$ cat src/stis_pkg.sv
// Shared types and constants for the sorted table interpolation search core.
`default_nettype none
package stis_pkg;
	localparam int TABLE_DEPTH_DEF = 256;
	localparam int KEY_W = 31;
	localparam int GRADE_W = 8;

	typedef enum logic [1:0] {
		CMD_INSERT = 2'd0,
		CMD_REMOVE = 2'd1,
		CMD_SEARCH = 2'd2
	} cmd_t;

	typedef enum logic [1:0] {
		ST_OK = 2'd0,
		ST_MISS = 2'd1,
		ST_FULL = 2'd2
	} status_t;

	typedef enum logic [4:0] {
		S_IDLE,
		S_INS_SCAN, S_INS_SCAN_W, S_INS_SHIFT_RD, S_INS_SHIFT_W, S_INS_PUT,
		S_REM_RD, S_REM_W,
		S_SR_RDLO, S_SR_RDHI, S_SR_WLO, S_SR_DIV, S_SR_RDP, S_SR_WP,
		S_SR_CMP, S_SR_GRD,
		S_DONE
	} state_t;

	// Command bundle from controller to datapath.
	typedef struct packed {
		logic latch_in;     // capture request
		logic rd_ptr;       // read at ptr
		logic rd_lo;        // read at lo
		logic rd_hi;        // read at hi
		logic rd_pos;       // read at probe pos
		logic wr_ptr1;      // write ptr+1 <- read data
		logic wr_at;        // write request at ptr
		logic wr_compact;   // write wr <- read data
		logic ptr_clr;
		logic ptr_inc;
		logic ptr_dec;
		logic ptr_cnt;      // ptr <- count
		logic wr_inc;
		logic cap_klo;
		logic cap_khi;
		logic srch_init;
		logic div_start;
		logic div_step;
		logic go_hi;        // lo <- pos+1
		logic go_lo;        // hi <- pos-1
		logic hit_mark;
		logic cnt_inc;
		logic cnt_from_wr;
		logic res_ok;
		logic res_miss;
		logic res_full;
		logic res_ins;
		logic res_rem;
		logic res_found;
	} ctl_t;

	// Status bundle from datapath to controller.
	typedef struct packed {
		logic [1:0] cmd;
		logic       full;
		logic       ptr_lt_cnt;
		logic       ptr_gt_zero;
		logic       ptr_gt_at;
		logic       rd_le_key;
		logic       rd_eq_key;
		logic       rd_lt_key;
		logic       lo_le_hi;
		logic       out_range;
		logic       keys_eq;
		logic       div_done;
		logic       hit;
	} sts_t;
endpackage
`default_nettype wire

$ cat src/stis_ctrl.sv
// Controller state machine for insert, remove and search sequences.
`default_nettype none
module stis_ctrl (
	input  wire logic            clk,
	input  wire logic            arst_n,
	input  wire logic            in_valid,
	output logic                 in_ready,
	output logic                 out_valid,
	input  wire logic            out_ready,
	input  wire stis_pkg::sts_t  sts,
	output stis_pkg::ctl_t       ctl
);
	stis_pkg::state_t state_q, state_d;

	always_ff @(posedge clk or negedge arst_n) begin
		if (!arst_n) begin
			state_q <= stis_pkg::S_IDLE;
		end else begin
			state_q <= state_d;
		end
	end

	always_comb begin
		state_d = state_q;
		ctl = '0;
		in_ready = 1'b0;
		out_valid = 1'b0;
		case (state_q)
			stis_pkg::S_IDLE: begin
				in_ready = 1'b1;
				if (in_valid) begin
					ctl.latch_in = 1'b1;
					ctl.ptr_clr = 1'b1;
					case (sts.cmd)
						stis_pkg::CMD_INSERT: state_d = stis_pkg::S_INS_SCAN;
						stis_pkg::CMD_REMOVE: state_d = stis_pkg::S_REM_RD;
						stis_pkg::CMD_SEARCH: state_d = stis_pkg::S_SR_RDLO;
						default: begin
							ctl.res_miss = 1'b1;
							state_d = stis_pkg::S_DONE;
						end
					endcase
				end
			end
			// insert: find first entry with key greater than request
			stis_pkg::S_INS_SCAN: begin
				if (sts.full) begin
					ctl.res_full = 1'b1;
					state_d = stis_pkg::S_DONE;
				end else if (sts.ptr_lt_cnt) begin
					ctl.rd_ptr = 1'b1;
					state_d = stis_pkg::S_INS_SCAN_W;
				end else begin
					ctl.ptr_cnt = 1'b1;
					state_d = stis_pkg::S_INS_SHIFT_RD;
				end
			end
			stis_pkg::S_INS_SCAN_W: begin
				if (sts.rd_le_key) begin
					ctl.ptr_inc = 1'b1;
					state_d = stis_pkg::S_INS_SCAN;
				end else begin
					ctl.ptr_cnt = 1'b1;
					state_d = stis_pkg::S_INS_SHIFT_RD;
				end
			end
			// shift entries [at, count) up by one, from the top
			stis_pkg::S_INS_SHIFT_RD: begin
				if (sts.ptr_gt_at) begin
					ctl.ptr_dec = 1'b1;
					ctl.rd_ptr = 1'b1;
					state_d = stis_pkg::S_INS_SHIFT_W;
				end else begin
					state_d = stis_pkg::S_INS_PUT;
				end
			end
			stis_pkg::S_INS_SHIFT_W: begin
				ctl.wr_ptr1 = 1'b1;
				state_d = stis_pkg::S_INS_SHIFT_RD;
			end
			stis_pkg::S_INS_PUT: begin
				ctl.wr_at = 1'b1;
				ctl.cnt_inc = 1'b1;
				ctl.res_ins = 1'b1;
				state_d = stis_pkg::S_DONE;
			end
			// remove: compact in one pass
			stis_pkg::S_REM_RD: begin
				if (sts.ptr_lt_cnt) begin
					ctl.rd_ptr = 1'b1;
					state_d = stis_pkg::S_REM_W;
				end else begin
					ctl.cnt_from_wr = 1'b1;
					ctl.res_rem = 1'b1;
					state_d = stis_pkg::S_DONE;
				end
			end
			stis_pkg::S_REM_W: begin
				if (sts.rd_eq_key) begin
					ctl.hit_mark = 1'b1;
				end else begin
					ctl.wr_compact = 1'b1;
					ctl.wr_inc = 1'b1;
				end
				ctl.ptr_inc = 1'b1;
				state_d = stis_pkg::S_REM_RD;
			end
			// search
			stis_pkg::S_SR_RDLO: begin
				if (sts.lo_le_hi) begin
					ctl.rd_lo = 1'b1;
					state_d = stis_pkg::S_SR_RDHI;
				end else begin
					ctl.res_miss = 1'b1;
					state_d = stis_pkg::S_DONE;
				end
			end
			// key at lo arrives here while hi is read
			stis_pkg::S_SR_RDHI: begin
				ctl.rd_hi = 1'b1;
				ctl.cap_klo = 1'b1;
				state_d = stis_pkg::S_SR_WLO;
			end
			stis_pkg::S_SR_WLO: begin
				ctl.cap_khi = 1'b1;
				ctl.div_start = 1'b1;
				state_d = stis_pkg::S_SR_DIV;
			end
			stis_pkg::S_SR_DIV: begin
				if (sts.out_range) begin
					ctl.res_miss = 1'b1;
					state_d = stis_pkg::S_DONE;
				end else if (sts.keys_eq || sts.div_done) begin
					state_d = stis_pkg::S_SR_RDP;
				end else begin
					ctl.div_step = 1'b1;
				end
			end
			stis_pkg::S_SR_RDP: begin
				ctl.rd_pos = 1'b1;
				state_d = stis_pkg::S_SR_WP;
			end
			stis_pkg::S_SR_WP: begin
				ctl.rd_pos = 1'b1;
				state_d = stis_pkg::S_SR_CMP;
			end
			stis_pkg::S_SR_CMP: begin
				if (sts.rd_eq_key) begin
					ctl.rd_pos = 1'b1;
					state_d = stis_pkg::S_SR_GRD;
				end else begin
					if (sts.rd_lt_key) begin
						ctl.go_hi = 1'b1;
					end else begin
						ctl.go_lo = 1'b1;
					end
					state_d = stis_pkg::S_SR_RDLO;
				end
			end
			stis_pkg::S_SR_GRD: begin
				ctl.res_found = 1'b1;
				state_d = stis_pkg::S_DONE;
			end
			stis_pkg::S_DONE: begin
				out_valid = 1'b1;
				if (out_ready) begin
					state_d = stis_pkg::S_IDLE;
				end
			end
			default: state_d = stis_pkg::S_IDLE;
		endcase
	end
endmodule
`default_nettype wire

$ cat config.mk
export PLATFORM = sky130hd
export DESIGN_NAME = stis_ctrl
export DESIGN_NICKNAME = d
export VERILOG_FILES = /design/src/stis_pkg.sv /design/src/stis_ctrl.sv
export SDC_FILE = /design/constraint.sdc
export NUM_CORES = 1
export LEC_CHECK = 0
export BUFFER_PORTS_ARGS = -buffer_cell sky130_fd_sc_hd__buf_4
export CAP_MARGIN = 20
export CORE_ASPECT_RATIO = 0.6
export CORE_UTILIZATION = 35
export CTS_CLUSTER_DIAMETER = 30
export DETAILED_ROUTE_END_ITERATION = 10
export HOLD_SLACK_MARGIN = 0.1
export PLACE_DENSITY = 0.74
export SYNTH_ARGS = -nofsm -noshare
export SYNTH_HDL_FRONTEND = slang
export SYNTH_SLANG_ARGS = --single-unit
$ cat constraint.sdc
create_clock -name clk -period 2.99 [get_ports clk]
set_input_delay 0.299 -clock clk [delete_from_list [all_inputs] [get_ports clk]]
set_output_delay 0.299 -clock clk [all_outputs]
set_load 0.02 [all_outputs]
Word level (Yosys, flattened, before mapping)
Cells that the tools add are included.
Operators by class
  mux-type cells: 55
  add/sub/neg operators: 0
  equality and inequality tests: 21
  bitwise gates (word level): 0
  reduce and logical (&&, ||, !) cells: 7
  shift operators: 0
  divide/modulo/power cells: 0
  order comparisons: 0
  multiply operators: 0
Operators by type and width (count)
  case mux 5 bit (16 select lines): 1
  == test 5 x 4 -> 1 bit (second input constant): 8
  2-to-1 mux 1 bit: 37
  2-to-1 mux 5 bit: 7
  == test 5 x 3 -> 1 bit (second input constant): 4
  case mux 5 bit (3 select lines): 1
  == test 5 x 2 -> 1 bit (second input constant): 2
  2-to-1 mux 2 bit: 3
  case mux 1 bit (2 select lines): 3
  case mux 1 bit (3 select lines): 2
  == test 5 x 1 -> 1 bit (second input constant): 1
  == test 5 bit (second input constant): 1
  logical NOT 5 bit: 1
  inequality test 2 bit (second input constant): 2
  OR reduction 2 bit: 2
  2-to-1 mux 3 bit: 1
  inequality test 3 bit (second input constant): 1
  AND reduction 3 bit: 1
  OR reduction 3 bit: 1
  == test 2 x 1 -> 1 bit (second input constant): 1
  == test 2 bit (second input constant): 1
  logical NOT 2 bit: 1
  logical OR 1 bit: 1
Storage, ports and cells
  input bits: 18
  bits in writable memories: 0
  bits in registers: 5
  bits in read-only memories: 0
  bits in latches: 0
  memories: 0
  logic and storage cells: 84

Longest topological paths before layout
Gate-level depths: netlist of the first run.
  depth in word-level cells: 5
  mapped depth: 6
  depth with buffers taken out: 4

Least setup slack after synthesis of the first run
OpenSTA, ideal clock, no wires.
  path kind: register to output
  start: register state_q[3]
  end: output ctl[4] in the netlist's numbering
  stages on the path, launching flop included: 6
  data arrival time: 1.947 ns
  path slack: 0.744 ns
  data required time: 2.691 ns
  path buffers: 1
  cells stage by stage: dfrtp_1 > buf_2 > or3_1 > nor2_1 > and2_1 > a32o_1
RTL lines
  from (decl): line stis_ctrl.sv:13  | stis_pkg::state_t state_q, state_d;
  from (signal assigned): line stis_ctrl.sv:17  | state_q <= stis_pkg::S_IDLE;
  from (signal assigned): line stis_ctrl.sv:19  | state_q <= state_d;
  to (decl): line stis_ctrl.sv:11  | output stis_pkg::ctl_t ctl

==> results of run 1 <==
[final cells by class]
cell class                 count  area (µm²)
fill                         191         851
multi-input combinational     91         544
timing repair buffer          46         348
sequential                     5         125
clock buffer                   4        45.0
tap                           28        35.0
inverter                       9        33.8
[worst max-delay path by stage]
stage	startpoint	to	slack, ns	depth (start not counted)
finish	state_q[1]	ctl[6]	0.49	3
global route	state_q[1]	ctl[4]	0.35	5
CTS	state_q[1]	ctl[4]	0.53	5
detailed placement	state_q[1]	ctl[4]	0.78	5
global placement	state_q[1]	ctl[4]	0.84	5
floorplan	state_q[3]	ctl[4]	0.74	5
[metal layers]
| layer | vias to the layer above | track usage [%] | routed length [µm] |
|---|---|---|---|
| met4 | 0 | 12.5 | 69 |
| met5 | - | 0 | 0 |
| met3 | 9 | 5.00 | 335 |
| met2 | 88 | 33.5 | 1030 |
| met1 | 454 | 30.4 | 1190 |
| li1 | 496 | - | - |
[power by group]
| group | leakage [nW] | total, mW | switching (mW) | internal, mW |
|---|---|---|---|---|
| Combinational | 0.462 | 0.610 | 0.352 | 0.258 |
| Clock | 0.0228 | 0.129 | 0.0373 | 0.0919 |
| Sequential | 0.0664 | 0.177 | 0.0844 | 0.0927 |
[through the flow]
step / std cells / area, µm² / hold slack [ns]
after CTS: 183 / 1130 / 0.372
after global routing: 183 / 1130 / 0.395
after detailed placement: 178 / 1080 / 0.104
final: 183 / 1130 / 0.373
after floorplan: 121 / 800 / 0.00341
after global placement: 178 / 1080 / 0.101
[synth_stat cells, drive strengths merged, types with 3 or more instances]
cell type / count / share of area, %
nand2: 9 / 4.2
clkbuf: 4 / 1.9
buf: 12 / 10
nor2: 17 / 8.0
a21oi: 6 / 3.8
inv: 9 / 4.2
nor3: 8 / 5.0
or3: 4 / 3.8
dfrtp: 5 / 16
or4: 4 / 3.8
nand2b: 3 / 2.4
[kinds of logic (layout without fill, tap and decap cells)]
family,after synthesis,after routing,synth area share (%)
and+or+nand+nor,61,61,41.2
AOI/OAI and AO/OA,26,26,23.9
buffers and inverters,25,59,16.4
DFF,5,5,15.7
other,1,2,0.471
xor gates and xnor gates,1,1,1.10
muxes,1,1,1.26
[worst max-delay path: cells and delay by family, from the launching register on]
family	cells	cell delay (ns)
flops	1	0.79
simple gates	2	0.91
buf+inv	1	0.27
[timing repair]
| item | 4_1_cts | 5_1_grt |
|---|---|---|
| hold endpoints to repair | 5 | 0 |
| endpoints found under the setup margin | 0 | 0 |
| hold buffers | 1 | 0 |
==> impl_results.md, run 1 <==
* Clock Sinks at 5
* Total Wirelength at 2630 µm
* Clock latency on the worst-skew pair at between 0.2 and 0.25 ns
* Tcrit/Tclk final at 83.6%
* CTS H-tree depth at 1
* Hold Crit Start: sts[12]
* Die W at about 64 µm
* Top flop regs: state_q: 5 flops
* CTS Buffer Depth at 2
* Final Slew Violations at 0
* DIE AREA at 2470 µm²
* Dominant synthesized flop cell: dfrtp_1
* Cell row count at 12
* Max reg flops at 5
* # port buffers at between 40 and 50
* DRC at 0
* Starting Density at 40.2%
* Drt via density at approximately 5.7
* Total negative slack at 0 ns
* Number of enable flip-flop cells after synthesis at 0
* CP max FO at 25
* F_max at 0.400 GHz
* Syn Area/Cell at around 6.6 µm²
* Setup Viol. Count Final at 0
* Yosys cell types at 45
* VDD IR-drop max at between 0.4 and 0.5 mV
* CTS resizes at 0
* Largest net degree at the start of global routing at 26
* HP Class: in2reg
* WL per Instance at roughly 14 µm
* Iter 0 DRT Violations at 63
* Most frequent cells in the layout: 45 x buf_4, 17 x nor2_1, 9 x nand2_1, 9 x inv_1, 8 x nor3_1
* Critical path type: reg2out
* I/O pin cnt at 49
* Yosys reg bits at 5
* Final Util at 57.1%
* Root Buffer: clkbuf_8
* Die height at slightly below 40 µm
* Most common cell after layout, fill and taps aside: buf_4
* Worst setup margin at approximately 0.49 ns
* Power per cell area at between 800 and 900 nW/µm²
* Vias in the first global route at 904
* Synth async-reset ratio at 100%
* Slew headroom at 42.7%
* Mapped Cells at 120
* Grt ovf at 0
* Detail Route Antenna Nets at 0
* Worst Setup End Kind: output pin
* RePlAce Congestion at slightly above 0.9
* Detailed-route via count at 1047
* Max-cap violations at 0
* CP Data Required Time at roughly 2.7 ns
* Fin nets at ~170
* GRT Util Overall at roughly 23%
* Worst Hold Path Cells at 2
* Critical-path top delay cell: dfrtp_1
* Reg2Reg Launch Point: state_q[1]
* Min Tclk post-route at 2.50 ns
* Global-route wire length before repair at between 4000 and 5000 µm
* HPWL Detailed at approximately 2100 µm
* Clock skew at around 0.004 ns
* RSZ-0062 raised after global routing: no
* Worst path cell trace: nand2b_1, nor4_1, buf_4
* Worst reg2reg setup slack at around 0.87 ns
* Share of cells above drive strength 1 at between 30% and 40%
* Status: finished clean
* Final Hold Fails at 0
* Critical path startpoint category: flip-flop
* Max incr delay on CP at 0.79 ns
* Sequential share of the synthesized area at 15.7%
* CTS Buf Count at 3
* Postcts setup bufs at 0
* Reg clk slew, reported paths at 0.04 ns
* Post-place setup slack at 0.776 ns
* Worst path arrival time at 2.20 ns
* Core ar. at ~2000 µm²
* CTS tree: done
* N_diodes at 0
* First-pass DRT Iterations at 4
* Ys Warns at 0
* Area delta synth->final at 42.1%
* Hold EP: state_q[0]
* Register bank with the most flops: state_q
* Leakage at ~0.55 nW
* Power, Total at between 0.9 and 1 mW
* Worst-Margin Slew at 0.851 ns
* Register-to-Register Path Depth at 4
* Reg-to-reg endpoint: state_q[4]
* Antenna violations before repair at 0
* Cell area after synthesis at between 700 and 800 µm²
(Power assumes the default switching activity.)
==> run 2: changes to the inputs <==
--- a/config.mk
+++ b/config.mk
@@ -5,6 +5,7 @@
 export SDC_FILE = /design/constraint.sdc
 export NUM_CORES = 1
 export LEC_CHECK = 0
+export ABC_AREA = 1
 export BUFFER_PORTS_ARGS = -buffer_cell sky130_fd_sc_hd__buf_4
 export CAP_MARGIN = 20
 export CORE_ASPECT_RATIO = 0.6
@@ -12,7 +13,7 @@
 export CTS_CLUSTER_DIAMETER = 30
 export DETAILED_ROUTE_END_ITERATION = 10
 export HOLD_SLACK_MARGIN = 0.1
-export PLACE_DENSITY = 0.74
+export PLACE_DENSITY = 0.77
 export SYNTH_ARGS = -nofsm -noshare
 export SYNTH_HDL_FRONTEND = slang
 export SYNTH_SLANG_ARGS = --single-unit
==> constraint.sdc (replaced) <==
create_clock -name clk -period 2.15 [get_ports clk]
set_input_delay 0.215 -clock clk [delete_from_list [all_inputs] [get_ports clk]]
set_output_delay 0.215 -clock clk [all_outputs]
set_load 0.02 [all_outputs]
==> run 2 against run 1 <==
Effect of this change: synthesized area increased by 0.47%; combinational power grew 45%; utilization increased by 0.57 points; sequential cell count is the same; register-to-register slack worse by 0.28 ns; clock skew shrank 0.00078 ns; worst hold slack worse by 0.086 ns; cell count is 19% higher; critical path depth is 5 higher; first-iteration DRC count is 46% higher; synthesized cell count rose by 25%; sequential share of layout area shrank 0.19 points.
==> impl_results.md, run 2 <==
* Grt ovf at 0 (unchanged)
* Most frequent CP cell: inv_2
* F_max at between 0.5 and 0.6 GHz
* CP Data Required Time at 1.93 ns (-0.76 ns)
* Fin area at 1150 µm² (+1.8%)
* CP max FO at 9 (-64%)
* Core ar. at 2000 µm² (+0.76%)
* RePlAce Congestion at 0.913 (-0.46%)
* Most frequent cells in the layout: 46 x nand2_1, 44 x buf_4, 21 x nor2_1, 19 x inv_1, 14 x nand3_1
* Largest net degree at the start of global routing at 10 (-62%)
* I/O pin cnt at 49 (unchanged)
* RSZ-0062 raised after global routing: no
* CTS H-tree depth at 1 (unchanged)
* Fin nets at 209 (+20%)
* Worst setup margin at 0.229 ns (-0.261 ns)
* Power per cell area at 1090 nW/µm² (+35%)
* Root Buffer: clkbuf_8
* CTS Buffer Depth at 2 (unchanged)
* Critical path startpoint category: flip-flop
* Starting Density at 40.0% (-0.11 points)
* CTS Buf Count at 3 (unchanged)
* Synth top area share at 21.6% (+5.9 points)
* Setup Viol. Count Final at 0 (unchanged)
* Total negative slack at 0 ns (unchanged)
* Final Util at 57.6% (+0.57 points)
* Cell area after synthesis at 800 µm² (+0.47%)
* Tcrit/Tclk final at between 80% and 90%
* Commonest cells post-synth: 46 x nand2_1, 21 x nor2_1, 19 x inv_1, 14 x nand3_1
* Mapped Cells at 150 (+25%)
* Yosys reg bits at 5 (unchanged)
* VDD IR-drop max at 0.454 mV (+1.0%)
* Antenna violations before repair at 0 (unchanged)
* Clock Sinks at 5 (unchanged)
* Total Wirelength at 2360 µm (-10%)
* Cell row count at 12 (unchanged)
* Worst path arrival time at 1.71 ns (-0.49 ns)
* Non-filler cells, final at 218 (+19%)
* Sequential share of the synthesized area at 15.6% (-0.074 points)
* Leakage at 0.781 nW (+42%)
* Max incr delay on CP at 0.46 ns (-0.33 ns)
* Die height at 39.0 µm (+0.22%)
* Area delta synth->final at 44.0%
* N_diodes at 0 (unchanged)
* Synth async-reset ratio at 100% (unchanged)
* Critical path type: reg2out
* WL per Instance at 10.8 µm (-25%)
* Min Tclk post-route at 1.92 ns
* Most common cell after layout, fill and taps aside: nand2_1
* Dominant synthesized flop cell: dfrtp_1
* Area leader, netlist: nand2_1
* Worst path cell trace: nor2_4, inv_2, nor2_8, inv_2, nor2_1, nand2_1, nand3_1, buf_4
* Reg clk slew, reported paths at 0.04 ns (about the same)
* Placement Cell Area at 1100 µm² (+1.9%)
* Vias in the first global route at 883 (-2.3%)
* # placed instances at 213 (+20%)
* Worst Setup End Kind: output pin
* Most frequently used cell type in the post-synthesis netlist: nand2_1
* Clock latency on the worst-skew pair at 0.22 ns (about the same)
* Global-route wire length before repair at 3870 µm (-7.4%)
* Ys Warns at 0 (unchanged)
* Die W at 63.7 µm (+0.23%)
* Iter 0 DRT Violations at 92 (+46%)
* Final Slew Violations at 0 (unchanged)
* Critical-path top delay cell: dfrtp_1
* Share of cells above drive strength 1 at 33.7% (-1.2 points)
* Status: finished clean
* Max-cap violations at 0 (unchanged)
* Detail Route Antenna Nets at 0 (unchanged)
* # port buffers at 44 (unchanged)
* DRC at 0 (unchanged)
* Max reg flops at 5 (unchanged)
* Syn Area/Cell at 5.33 µm² (-20%)
* DIE AREA at 2490 µm² (+0.45%)
* Largest cells by area after synthesis: nand2_1 22%, dfrtp_1 16%, nor2_1 9.9%
* Clock skew at 0.00317 ns (-0.000778 ns)
* HP Class: in2reg
* First-pass DRT Iterations at 4 (unchanged)
* Final Hold Fails at 0 (unchanged)
* Yosys cell types at 23 (-49%)
* Drt via density at 4.75 (-17%)
* Top flop regs: state_q: 5 flops
* CTS tree: done
* HPWL Detailed at 1970 µm (-4.2%)
* Register bank with the most flops: state_q
* Number of enable flip-flop cells after synthesis at 0 (unchanged)
* GRT Util Overall at 20.9% (-1.6 points)
* Post-place setup slack at 0.479 ns (-0.297 ns)
* Detailed-route via count at 1036 (-1.1%)
==> run 2: layout make-up <==
type / instances / area (µm²)
fillers: 201 / 846
multi-input cells: 108 / 500
repair buffers: 45 / 340
flip-flops and latches: 5 / 125
inverters: 28 / 105
clock buffers: 4 / 45.0
well taps: 28 / 35.0
==> run 2: per-stage QoR <==
stage / hold slack (ns) / power (mW)
6_report: 0.287 / 1.25
5_1_grt: 0.318 / 1.36
4_1_cts: 0.287 / 1.25
3_5_place_dp: 0.0167 / 1.07
3_3_place_gp: 0.0157 / 1.06
2_1_floorplan: -0.0806 / 0.820
==> run 2: worst max-delay path: cells and delay by family, from the launching register on <==
family / cells / cell delay (ns)
simple gates: 5 / 0.74
buf+inv: 3 / 0.30
flops: 1 / 0.46
==> run 2: timing repair <==
item	CTS	global route
resized for setup	0	0
hold buffers	1	0
hold endpoints to repair	5	0
setup buffers	0	0
==> run 2: report_power, final <==
part	switching, mW	leakage [nW]	internal [mW]	total (mW)
Combinational	0.582	0.691	0.303	0.885
Sequential	0.0693	0.0668	0.130	0.200
Clock	0.0427	0.0228	0.127	0.170
Total	0.694	0.781	0.561	1.25
==> run 2: final timing paths <==
kind,startpoint,to,slack [ns],cells past startpoint
setup / recovery,state_q[2],ctl[4],0.23,8
hold / removal,out_ready,state_q[4],0.29,4
setup reg to reg,state_q[0],state_q[3],0.59,7
hold reg to reg,state_q[1],state_q[4],0.73,3
max in group asynchronous,arst_n,state_q[0],1.70,2
min in group asynchronous,arst_n,state_q[1],0.35,2
==> run 2: kinds of logic (layout without fill, tap and decap cells) <==
kind of cell,after synthesis,after routing,share of synthesized area [%]
simple gates,99,99,56.5
compound gates,7,7,5.16
flops,5,5,15.6
buf+inv,38,77,22.2
other cells,1,2,0.469
==> run 2: per-layer routing <==
layer / vias to the layer above / track usage [%] / share of wire [%]
met2: 61 / 31.1 / 38
met3: 0 / 6.76 / 12
li1: 529 / - / -
met5: - / 0 / 0
met1: 446 / 29.4 / 50
met4: 0 / 3.41 / 0
